$ cat config.mk
export PLATFORM = sky130hd
export DESIGN_NAME = ogvd_ram
export DESIGN_NICKNAME = d
export VERILOG_FILES = /design/src/rtl/ogvd_ram.sv
export SDC_FILE = /design/constraint.sdc
export NUM_CORES = 2
export LEC_CHECK = 0
export BUFFER_PORTS_ARGS = -buffer_cell sky130_fd_sc_hd__buf_4
export CORE_ASPECT_RATIO = 0.7
export CORE_UTILIZATION = 45
export DETAILED_ROUTE_END_ITERATION = 6
export PLACE_DENSITY = 0.62
export SKIP_LAST_GASP = 1
export SYNTH_ARGS = -nofsm -noshare
export SYNTH_HDL_FRONTEND = slang
export SYNTH_SLANG_ARGS = --single-unit
$ cat constraint.sdc
create_clock -name i_clk -period 3.3 [get_ports i_clk]
set_clock_uncertainty 0.15 [all_clocks]
set_input_delay 0.165 -clock i_clk [delete_from_list [all_inputs] [get_ports i_clk]]
set_output_delay 0.165 -clock i_clk [all_outputs]
set_load 0.1 [all_outputs]
$ cat src/rtl/ogvd_ram.sv
// ----------------------------------------------------------------------------
// ogvd_ram
// Simple dual-port RAM: one write port, one read port with registered data.
// ----------------------------------------------------------------------------
module ogvd_ram #(
    parameter int WIDTH = 8,
    parameter int DEPTH = 256
) (
    input  logic                     i_clk,
    input  logic                     i_we,
    input  logic [$clog2(DEPTH)-1:0] i_waddr,
    input  logic [WIDTH-1:0]         i_wdata,
    input  logic                     i_re,
    input  logic [$clog2(DEPTH)-1:0] i_raddr,
    output logic [WIDTH-1:0]         o_rdata
);

    logic [WIDTH-1:0] r_mem [DEPTH];
    logic [WIDTH-1:0] r_rdata;

    always_ff @(posedge i_clk) begin
        if (i_we) begin
            r_mem[i_waddr] <= i_wdata;
        end
        if (i_re) begin
            r_rdata <= r_mem[i_raddr];
        end
    end

    assign o_rdata = r_rdata;

endmodule

==> results.yml <==
run_status:
  outcome: "complete, but fails checks"
  violations: "DRC"
route:
  wl_per_cell_um: 30.82
  drc: 4
  post_drt_via_cell_ratio: 6.074
  wl_met3_mm: 23.25
  wl_met1_mm: 92.53
  wl_mm: 208.4
  drt_iter0_markers: 5668
  top_layer: "met5"
  drt_pass1_iterations: 7
  routed-wl-met2_mm: 88.34
  via_count: 41070
  ant_nets: 0
worst_setup_path:
  crit_fanout: 1
  setup.worst_path.end_class: "flip-flop"
  worst-path-buf-inv: 1
  cp_slowest_cell: "a221oi_1"
  cp_slowest_stage_delay_ns: 0.56
  reg2regPathDepth: 7
  critPathRequiredTime_ns: 3.71
  arrival_ns: 3.48
  crit_chain: "mux4_2, a22o_1, a221oi_1, o32ai_1, nor3_1, buf_4, nor4_1"
  path_delay_family: "compound AO/OA/AOI/OAI gates"
  cp-start-kind: "flip-flop"
  crit_cells: 7
  worstSetupPathType: "flip-flop to flip-flop"
synthesis:
  syn_area_mm2: 0.07964
  ys_seq_area_share_pct: 77.53
  synth_fa_ha_area_share_pct: 0
  yosysUniqueCellTypes: 54
  synth_largest_area_cell: "edfxtp_1"
  syn_area_per_cell_um2: 21.33
  yosys_warnings: 0
  syn_inst: 3733
  syn-num-nets: 3760
  synthSimpleGateAreaFrac_pct: 2.625
  synth-seq-cells: 2056
  synth_edf_count: 2056
  synth_top_area_share_pct: 77.53
  synthFlopType: "edfxtp_1"
  synth_xor_xnor_area_share_pct: 0
  synth-compound-area-share_pct: 3.416
  synthArstFlopShare_pct: 0
  synth_area_leaders: "edfxtp_1, mux4_2, mux2i_1, nor2_1, a22oi_1"
  synth_mux_area_share_pct: 14.60
  synth_top_family_by_area: "multiplexers"
clock_tree:
  insertion_delay_ns: 0.82
  cts_made_buffers: 185
  clk_path_buf_depth: 3
  path_clk_slew_ns: 0.06
  htree_num_levels: 4
  root_buffer: "clkbuf_16"
  cts_setup_buffers: 0
  ctsResizeCount: 0
  cts_tree: "yes"
  numClockSinks: 2056
placed_design:
  place.gp.congestion: 0.8586
  dp.cells: 6401
  port_buffers: 34
  hpwl_mm: 135.0
  dp_slack_ns: -0.3373
  placed_area_mm2: 0.08605
global_routing:
  overflow: 0
  antenna_found_initial: 10
  grt.total_usage_pct: 23.34
  grt_start_max_net_pins: 112
  grt_pass1_vias: 40180
  grt_first_pass_wirelength_mm: 297.0
die:
  core_mm2: 0.1749
  die_h_um: 354.0
  start_util_pct: 45.54
  num_io_pins: 35
  std_cell_rows: 128
  dieArea_mm2: 0.1787
  die-width_um: 504.8
pwr:
  vdd_drop_max_v: 0.0005642
  p_switching_w: 0.01146
  power_frac_comb_pct: 5.6
  pwr-share-seq_pct: 54.0
  intPower_w: 0.04193
  switching_share_pct: 21.46
  leakagePower_nw: 29.36
  p_per_area_mw_per_mm2: 578.7
  p_clk_share_pct: 40.4
sta:
  period_share_pct: 92.74
  fmax_mhz: 326.7
  rsz0062_at_grt: "false"
  layout_setup_ws_ns: 0.2395
  maxSlewHeadroom_pct: 40.24
  period_minus_slack_ns: 3.061
  drv_slew: 0
  hold_viol: 0
  setup_viol: 0
  worst_pin_slew_ns: 0.8938
cells_and_area:
  seq_area_mm2: 0.06174
  drive_gt1_share_pct: 29.45
  final_cells: 6762
  layout.nets: 4295
  area_delta_synth_final_pct: 15.84
  fillers: 13520
  fin_area_mm2: 0.09225
  final_core_util_pct: 52.75
  multi_input_area_mm2: 0.01649
min_path:
  hp-class: "input port to flip-flop"
  holdPathStages: 2
run:
  drv_cap: 0
-- layout by cell type (no fill, tap or decap), types with 5 or more instances in the layout --
master         count
a211oi_1          16
a21oi_1           96
a221oi_1          13
a22o_1             8
a22oi_1          133
and2_1             6
buf_12            48
buf_4            503
buf_8             10
bufinv_16         17
clkbuf_1          34
clkbuf_16        194
clkinv_1          38
clkinv_2          37
clkinvlp_4         9
diode_2            5
dlygate4sd3_1     20
edfxtp_1        2056
mux2i_1          134
mux4_2           454
nand2_1           33
nand2b_1           8
nand3_1           32
nand4_1           10
nor2_1           279
nor2b_1           28
nor3_1            22
nor4_1            24
o211ai_1          10
o21ai_0           10
o221ai_1          46
o22a_1             5
o22ai_1           28
-- what timing repair did --
item	4_1_cts	5_1_grt
hold buffers	20	0
endpoints found under the hold margin	1315	0
endpoints found under the setup margin	0	0
-- cell families after synthesis --
family | Yosys count
AND/OR/NAND/NOR | 466
flip-flops | 2056
AO/OA/AOI/OAI | 385
multiplexers | 591
buffers and inverters | 235
-- path summary, 6_finish.rpt --
kind / to / slack (ns) / start
worst max-delay path: o_rdata[3] / 0.24 / r_mem[82][3]
worst min-delay path: r_mem[212][6] / 0.14 / i_wdata[6]
worst max register to register: o_rdata[3] / 0.24 / r_mem[82][3]
worst min register to register: o_rdata[6] / 1.07 / r_mem[243][6]
-- flip-flops by register name (all words and copies together) (netlist names) --
name	cells
r_mem	2048
o_rdata	8
-- per-layer routing --
layer	GRT usage (%)	vias up
li1	-	16780
met1	37.21	21790
met2	32.15	2207
met3	5.599	294
met4	5.520	4
met5	0	-
-- power by group through the flow --
stage	clock network [W]	registers [W]	logic, W
after global routing	0.0228	0.0288	0.00316
after detailed placement	0	0.0294	0.00298
after CTS	0.0218	0.0288	0.00301
after floorplan	0	0.0295	0.00140
after global placement	0	0.0294	0.00295
final	0.0215	0.0288	0.00301
-- area by class of cell --
type                    count  area share [%]
flip-flops and latches   2056           66.93
multi-input cells        1442           17.88
repair buffers            581           5.515
clock buffers             228           5.401
well taps                2340           3.174
clock inverters           108           1.086
diodes                      5         0.01356
inverters                   2        0.008138
-- synthesized netlist by cell type (all sizes together) (10+ instances only) --
master,count
o21ai,12
nand4,10
a221oi,14
nand2,33
nor4,27
mux4,456
clkbuf,111
a22oi,133
nand3,34
a21oi,96
buf,122
mux2i,134
o22ai,28
edfxtp,2056
o211ai,10
o221ai,47
nor2b,31
nor3,22
nor2,282
a211oi,16
-- through the flow --
stage	hold slack (ns)	TNS [ns]	total power (W)
2_1_floorplan	0.1139	0	0.03086
3_5_place_dp	0.3723	-0.9387	0.03238
6_report	0.1422	0	0.05339
4_1_cts	0.07425	0	0.05369
5_1_grt	0.1303	0	0.05478
3_3_place_gp	0.3692	-0.9980	0.03235
Power figures use the tool's default switching activity.
