[src/rtl/ogvd_pkg.sv]
// ----------------------------------------------------------------------------
// ogvd_pkg
// Shared types, codes and constants of the occupancy grid vote downsampler.
// ----------------------------------------------------------------------------
package ogvd_pkg;

    // default capacity
    localparam int MAX_COARSE_SIDE_DEF = 256;
    localparam int MAX_BLOCK_DIM_DEF   = 16;
    localparam int MAX_FINE_SIDE_DEF   = 4096;

    // field widths
    localparam int CELL_W      = 8;
    localparam int FINE_SIZE_W = 13;
    localparam int OFFSET_W    = 14;
    localparam int COORD_W     = 8;
    localparam int STATE_W     = 2;
    localparam int CFG_W       = 9;
    localparam int CFG_IDX_W   = 3;
    localparam int BD_REG_W    = 5;
    localparam int COUNT_W     = 9;

    localparam logic [COUNT_W-1:0] COUNT_MAX = 9'd511;

    localparam logic signed [CELL_W-1:0] CELL_OCCUPIED = 8'sd100;
    localparam logic signed [CELL_W-1:0] CELL_FREE     = 8'sd0;

    localparam logic FUNC_HEADER = 1'b0;
    localparam logic FUNC_CELL   = 1'b1;

    // register reset values
    localparam logic [CFG_W-1:0]    CW_RESET   = 9'd256;
    localparam logic [CFG_W-1:0]    CH_RESET   = 9'd256;
    localparam logic [BD_REG_W-1:0] BD_RESET   = 5'd1;
    localparam logic [CFG_W-1:0]    OBS_RESET  = 9'd3;
    localparam logic [CFG_W-1:0]    FREE_RESET = 9'd3;

    typedef enum logic [CFG_IDX_W-1:0] {
        REG_COARSE_WIDTH       = 3'd0,
        REG_COARSE_HEIGHT      = 3'd1,
        REG_BLOCK_DIM          = 3'd2,
        REG_OBSTACLE_THRESHOLD = 3'd3,
        REG_FREE_THRESHOLD     = 3'd4
    } t_cfg_reg;

    typedef enum logic [STATE_W-1:0] {
        ST_UNKNOWN  = 2'd0,
        ST_FREE     = 2'd1,
        ST_OCCUPIED = 2'd2
    } t_map_state;

    // raster position of a fine cell relative to the fine map borders
    typedef struct packed {
        logic col_first;
        logic col_last;
        logic row_first;
        logic row_last;
    } t_pos_flags;

    // vote carried by one fine cell
    typedef struct packed {
        logic occ;
        logic free;
    } t_vote;

endpackage

[src/rtl/ogvd_locate.sv]
// ----------------------------------------------------------------------------
// ogvd_locate
// Splits a coarse-area offset into coarse index and phase inside the block
// (reciprocal multiply, back multiply, one correction) over four stages.
// ----------------------------------------------------------------------------
module ogvd_locate
    import ogvd_pkg::*;
#(
    parameter int MAX_COARSE_SIDE = MAX_COARSE_SIDE_DEF,
    parameter int MAX_BLOCK_DIM   = MAX_BLOCK_DIM_DEF
) (
    input  logic                                               i_clk,
    input  logic                                               i_rst_n,
    input  logic                                               i_adv,
    input  logic                                               i_valid,
    input  logic [$clog2(MAX_COARSE_SIDE*MAX_BLOCK_DIM)-1:0]   i_ux,
    input  logic [$clog2(MAX_COARSE_SIDE*MAX_BLOCK_DIM)-1:0]   i_uy,
    input  logic [$clog2(MAX_BLOCK_DIM+1)-1:0]                 i_bd,
    input  t_pos_flags                                         i_flags,
    input  t_vote                                              i_vote,
    output logic                                               o_valid,
    output logic [$clog2(MAX_COARSE_SIDE)-1:0]                 o_cx,
    output logic [$clog2(MAX_COARSE_SIDE)-1:0]                 o_cy,
    output logic                                               o_first,
    output logic                                               o_last,
    output t_vote                                              o_vote
);

    localparam int UW  = $clog2(MAX_COARSE_SIDE*MAX_BLOCK_DIM);
    localparam int BDW = $clog2(MAX_BLOCK_DIM+1);
    localparam int CXW = $clog2(MAX_COARSE_SIDE);
    localparam int MW  = 2*UW + 1;
    localparam int PW  = UW + BDW;

    // reciprocal table, floor(2^UW / d)
    logic [UW:0] recip_tab [MAX_BLOCK_DIM+1];
    for (genvar d = 0; d <= MAX_BLOCK_DIM; d++) begin : g_recip
        localparam int RV = (d == 0) ? 0 : (2**UW) / ((d == 0) ? 1 : d);
        assign recip_tab[d] = (UW+1)'(RV);
    end

    // stage a: captured request
    logic              ra_valid;
    logic [UW-1:0]     ra_ux, ra_uy;
    logic [BDW-1:0]    ra_bd;
    t_pos_flags        ra_flags;
    t_vote             ra_vote;
    // stage b: quotient estimate
    logic              rb_valid;
    logic [UW-1:0]     rb_ux, rb_uy, rb_qx, rb_qy;
    logic [BDW-1:0]    rb_bd;
    t_pos_flags        rb_flags;
    t_vote             rb_vote;
    // stage c: back product
    logic              rc_valid;
    logic [UW-1:0]     rc_ux, rc_uy, rc_qx, rc_qy;
    logic [PW-1:0]     rc_px, rc_py;
    logic [BDW-1:0]    rc_bd;
    t_pos_flags        rc_flags;
    t_vote             rc_vote;
    // stage d: result
    logic              rd_valid;
    logic [CXW-1:0]    rd_cx, rd_cy;
    logic              rd_first, rd_last;
    t_vote             rd_vote;

    logic [MW-1:0]  mx, my;
    logic [UW-1:0]  rx_raw, ry_raw, rx, ry, qx, qy, bd_u, bd_m1;

    assign mx = MW'(ra_ux) * MW'(recip_tab[ra_bd]);
    assign my = MW'(ra_uy) * MW'(recip_tab[ra_bd]);

    always_comb begin
        bd_u   = UW'(rc_bd);
        bd_m1  = bd_u - UW'(1);
        rx_raw = rc_ux - UW'(rc_px);
        ry_raw = rc_uy - UW'(rc_py);
        // estimate is exact or one short
        if (rx_raw >= bd_u) begin
            rx = rx_raw - bd_u;
            qx = rc_qx + UW'(1);
        end else begin
            rx = rx_raw;
            qx = rc_qx;
        end
        if (ry_raw >= bd_u) begin
            ry = ry_raw - bd_u;
            qy = rc_qy + UW'(1);
        end else begin
            ry = ry_raw;
            qy = rc_qy;
        end
    end

    always_ff @(posedge i_clk) begin
        if (!i_rst_n) begin
            ra_valid <= 1'b0;
            rb_valid <= 1'b0;
            rc_valid <= 1'b0;
            rd_valid <= 1'b0;
        end else if (i_adv) begin
            ra_valid <= i_valid;
            rb_valid <= ra_valid;
            rc_valid <= rb_valid;
            rd_valid <= rc_valid;
        end
    end

    always_ff @(posedge i_clk) begin
        if (i_adv) begin
            ra_ux    <= i_ux;
            ra_uy    <= i_uy;
            ra_bd    <= i_bd;
            ra_flags <= i_flags;
            ra_vote  <= i_vote;

            rb_ux    <= ra_ux;
            rb_uy    <= ra_uy;
            rb_bd    <= ra_bd;
            rb_flags <= ra_flags;
            rb_vote  <= ra_vote;
            rb_qx    <= mx[2*UW-1:UW];
            rb_qy    <= my[2*UW-1:UW];

            rc_ux    <= rb_ux;
            rc_uy    <= rb_uy;
            rc_bd    <= rb_bd;
            rc_flags <= rb_flags;
            rc_vote  <= rb_vote;
            rc_qx    <= rb_qx;
            rc_qy    <= rb_qy;
            rc_px    <= PW'(rb_qx) * PW'(rb_bd);
            rc_py    <= PW'(rb_qy) * PW'(rb_bd);

            rd_cx    <= CXW'(qx);
            rd_cy    <= CXW'(qy);
            rd_first <= (rx == '0 || rc_flags.col_first) && (ry == '0 || rc_flags.row_first);
            rd_last  <= (rx == bd_m1 || rc_flags.col_last) && (ry == bd_m1 || rc_flags.row_last);
            rd_vote  <= rc_vote;
        end
    end

    assign o_valid = rd_valid;
    assign o_cx    = rd_cx;
    assign o_cy    = rd_cy;
    assign o_first = rd_first;
    assign o_last  = rd_last;
    assign o_vote  = rd_vote;

endmodule

[config.mk]
export PLATFORM = sky130hd
export DESIGN_NAME = ogvd_locate
export DESIGN_NICKNAME = d
export VERILOG_FILES = /design/src/rtl/ogvd_pkg.sv /design/src/rtl/ogvd_locate.sv
export SDC_FILE = /design/constraint.sdc
export NUM_CORES = 1
export LEC_CHECK = 0
export BUFFER_PORTS_ARGS = -buffer_cell sky130_fd_sc_hd__buf_2
export CORE_MARGIN = 3
export CORE_UTILIZATION = 50
export DETAILED_ROUTE_END_ITERATION = 6
export GPL_ROUTABILITY_DRIVEN = 0
export PLACE_DENSITY = 0.66
export SLEW_MARGIN = 0
export SYNTH_ARGS = -nofsm -noshare
export SYNTH_HDL_FRONTEND = slang
export SYNTH_SLANG_ARGS = --single-unit
[constraint.sdc]
create_clock -name i_clk -period 18.9 [get_ports i_clk]
set_clock_uncertainty 0.2 [all_clocks]
set_input_delay 1.89 -clock i_clk [delete_from_list [all_inputs] [get_ports i_clk]]
set_output_delay 1.89 -clock i_clk [all_outputs]
set_load 0.03 [all_outputs]
==> flow_summary.yaml <==
grt:
  grt_pass1_wl_um: 76600
  antenna_found_initial: 0
  grt_use_total: 0.220
  grt_max_degree: 124
  grt_pass1_vias: 15200
  grt_overflow_total: 0
synthesis:
  synth_area_um2: 20800
  synth-seq-cells: 193
  syn_inst: 2062
  netlist_top_cells_count: "inv_1 (391), nand2_1 (307), fa_1 (266)"
  ys_warn_count: 0
  synth_cell_types: 83
  synth_edf_count: 189
  netlist.area_leader.share: 0.273
  avgSynthCellArea_um2: 10.1
  yosysMostFrequentCell: "inv_1"
  synthArstFlopShare: 0
  synth-seq-area-share: 0.276
  netlist.top_cell.by_area: "edfxtp_1"
  syn_nets: 2547
  synthFlopType: "edfxtp_1"
  synthTopCellsByArea: "edfxtp_1 (27%), fa_1 (26%), ha_1 (11%)"
worst_setup_path:
  crit_arrival_ps: 7460
  crit_top_cell: "fa_1"
  start_kind: "flop"
  path_cells: "inv_1 -> or3_1 -> a21oi_1 -> buf_4 -> nand2_1 -> fa_1 -> fa_1 -> inv_1 -> fa_1 -> fa_1 -> inv_1 -> fa_1 -> inv_1 -> ha_1 -> and3_1 -> a21oi_1 -> a311oi_1 -> a31oi_1 -> and2_1 -> o21ai_0 -> a21oi_1 -> xnor2_1"
  crit_path_end_kind: "flop"
  cp_slowest_cell: "edfxtp_1"
  setup.worst_path.class: "reg -> reg"
  worst-path-max-fanout: 17
  max_stage_delay_ps: 590
  required_ps: 18930
power_and_ir_drop:
  vdd_drop_max_mv: 0.0794
  pwr_density_cell_nw_per_um2: 137
  p_leak_uw: 0.0104
timing:
  period_share: 0.393
  max_slew_margin: 0.321
  fin_crit_ps: 7430
  finalHoldViolations: 0
  report.final.slew_viol_count: 0
  fmax_ghz: 0.135
  setup_violations: 0
  tightest_slew_ps: 1020
  finalHoldWorstSlack_ps: 217
  fin_setup_tns_ps: 0
  rsz0062_at_grt: "false"
run:
  maxCapViolCount: 0
layout:
  diodes: 0
  fillCellCount: 3611
  layout-drive-gt1-share: 0.0725
  fin_nets: 2569
  syn_to_final_growth_pct: 7.07
floorplan:
  dieArea_um2: 44100
  initial_core_util: 0.508
  rows: 74
  chipWidth_um: 210
  pin_count: 60
  dieHeight_um: 210
  core-area_um2: 41000
cts:
  cts.sinks: 193
  htreeDepth: 4
  post-cts-setup-buffer-count: 0
  clock_latency_ps: 490
  holdBufCountCts: 0
  cts_resized: 0
  clock_path_buffers: 2
  cts.clk_slew.worst_paths_ps: 80
  tritoncts: "done"
  root_buffer: "clkbuf_16"
  cts_buffers: 17
route:
  routedWlPerCell_um: 17.4
  via_count: 14200
  drt-total-wl_um: 45800
  drt_first_pass_iters: 5
  via_per_inst: 5.41
  drc: 0
  drtIter0Drc: 803
  drt.antenna.violating_nets: 0
min_path:
  hold_path_class: "reg -> reg"
place:
  dp_hpwl_um: 34600
  place.port_buffers: 59
outcome:
  status: "completed"
[kinds of logic after synthesis]
kind of cell    Yosys count  share of synthesized area
flops                   193                      0.276
compound gates          214                     0.0742
fa+ha+maj               446                      0.364
buf+inv                 464                     0.0841
xor+xnor                101                     0.0436
simple gates            625                      0.148
mux                      19                    0.00985
[worst paths after layout]
kind	startpoint	endpoint	slack, ps	cells after the start
worst max-delay path	ra_bd[2]	rb_qy[11]	11470	22
worst min-delay path	rb_ux[4]	rc_ux[4]	220	0
worst max register to register	ra_bd[2]	rb_qy[11]	11470	22
worst min register to register	rb_ux[4]	rc_ux[4]	220	0
[cells in the final DEF, fill, tap and decap left out, drive strengths merged, types with 18 or more instances in the layout]
master	count
and2	146
o21ai	26
buf	75
xnor2	69
a211oi	21
clkbuf	18
ha	180
xor2	32
a21oi	64
inv	398
nor2	54
a21o	20
nor3	18
nand2	308
fa	266
edfxtp	189
nand3	23
[critical path: cells and delay by family, from the launching register on]
family | cells | cell delay [ps]
XOR/XNOR | 1 | 140
AO/OA/AOI/OAI | 6 | 1720
buffers and inverters | 5 | 740
flip-flops | 1 | 590
AND/OR/NAND/NOR | 4 | 880
adder cells (fa/ha/maj) | 6 | 2880
[metrics by stage]
step / std cells / instance area, um^2 / power [uW] / setup WS [ps] / utilization
3_5_place_dp: 2597 / 21700 / 2690 / 11550 / 0.528
2_1_floorplan: 2062 / 20800 / 2240 / 12110 / -
6_report: 2629 / 22300 / 3060 / 11470 / 0.544
5_1_grt: 2629 / 22300 / 3380 / 10930 / 0.544
3_3_place_gp: 2597 / 21700 / 2630 / 11730 / 0.528
4_1_cts: 2629 / 22300 / 3090 / 11500 / 0.544
[state kept, by name, summed over array words and instances, names as in the netlist, 8 cells and up]
| signal | flops |
|---|---|
| rc_qy | 8 |
| rb_qx | 12 |
| rb_qy | 12 |
| ra_ux | 12 |
| rc_px | 12 |
| rb_uy | 12 |
| o_cx | 8 |
| ra_uy | 12 |
| rc_ux | 12 |
| o_cy | 8 |
| rc_qx | 8 |
| rc_py | 12 |
| rb_ux | 12 |
| rc_uy | 12 |
[layout make-up]
| cell class | instances | area [um^2] | area share |
|---|---|---|---|
| clock buffers | 17 | 425 | 0.0191 |
| clock inverters | 15 | 193 | 0.00864 |
| inverters | 391 | 1470 | 0.0658 |
| multi-input cells | 1405 | 13400 | 0.599 |
| flip-flops and latches | 193 | 5760 | 0.258 |
| well taps | 532 | 666 | 0.0299 |
| repair buffers | 76 | 432 | 0.0194 |
[where the power goes]
part	total [uW]	switching, uW	internal (uW)
Combinational	1960	1120	833
Clock	380	188	191
Sequential	726	90.1	636
Total	3060	1400	1660
[layer usage]
| metal | GRT usage | part of all wire |
|---|---|---|
| met3 | 0.0384 | 0.045 |
| met1 | 0.268 | 0.41 |
| met5 | 0 | 0 |
| met2 | 0.390 | 0.51 |
| met4 | 0.0897 | 0.036 |
No activity file was read; power rests on OpenSTA's default activity.
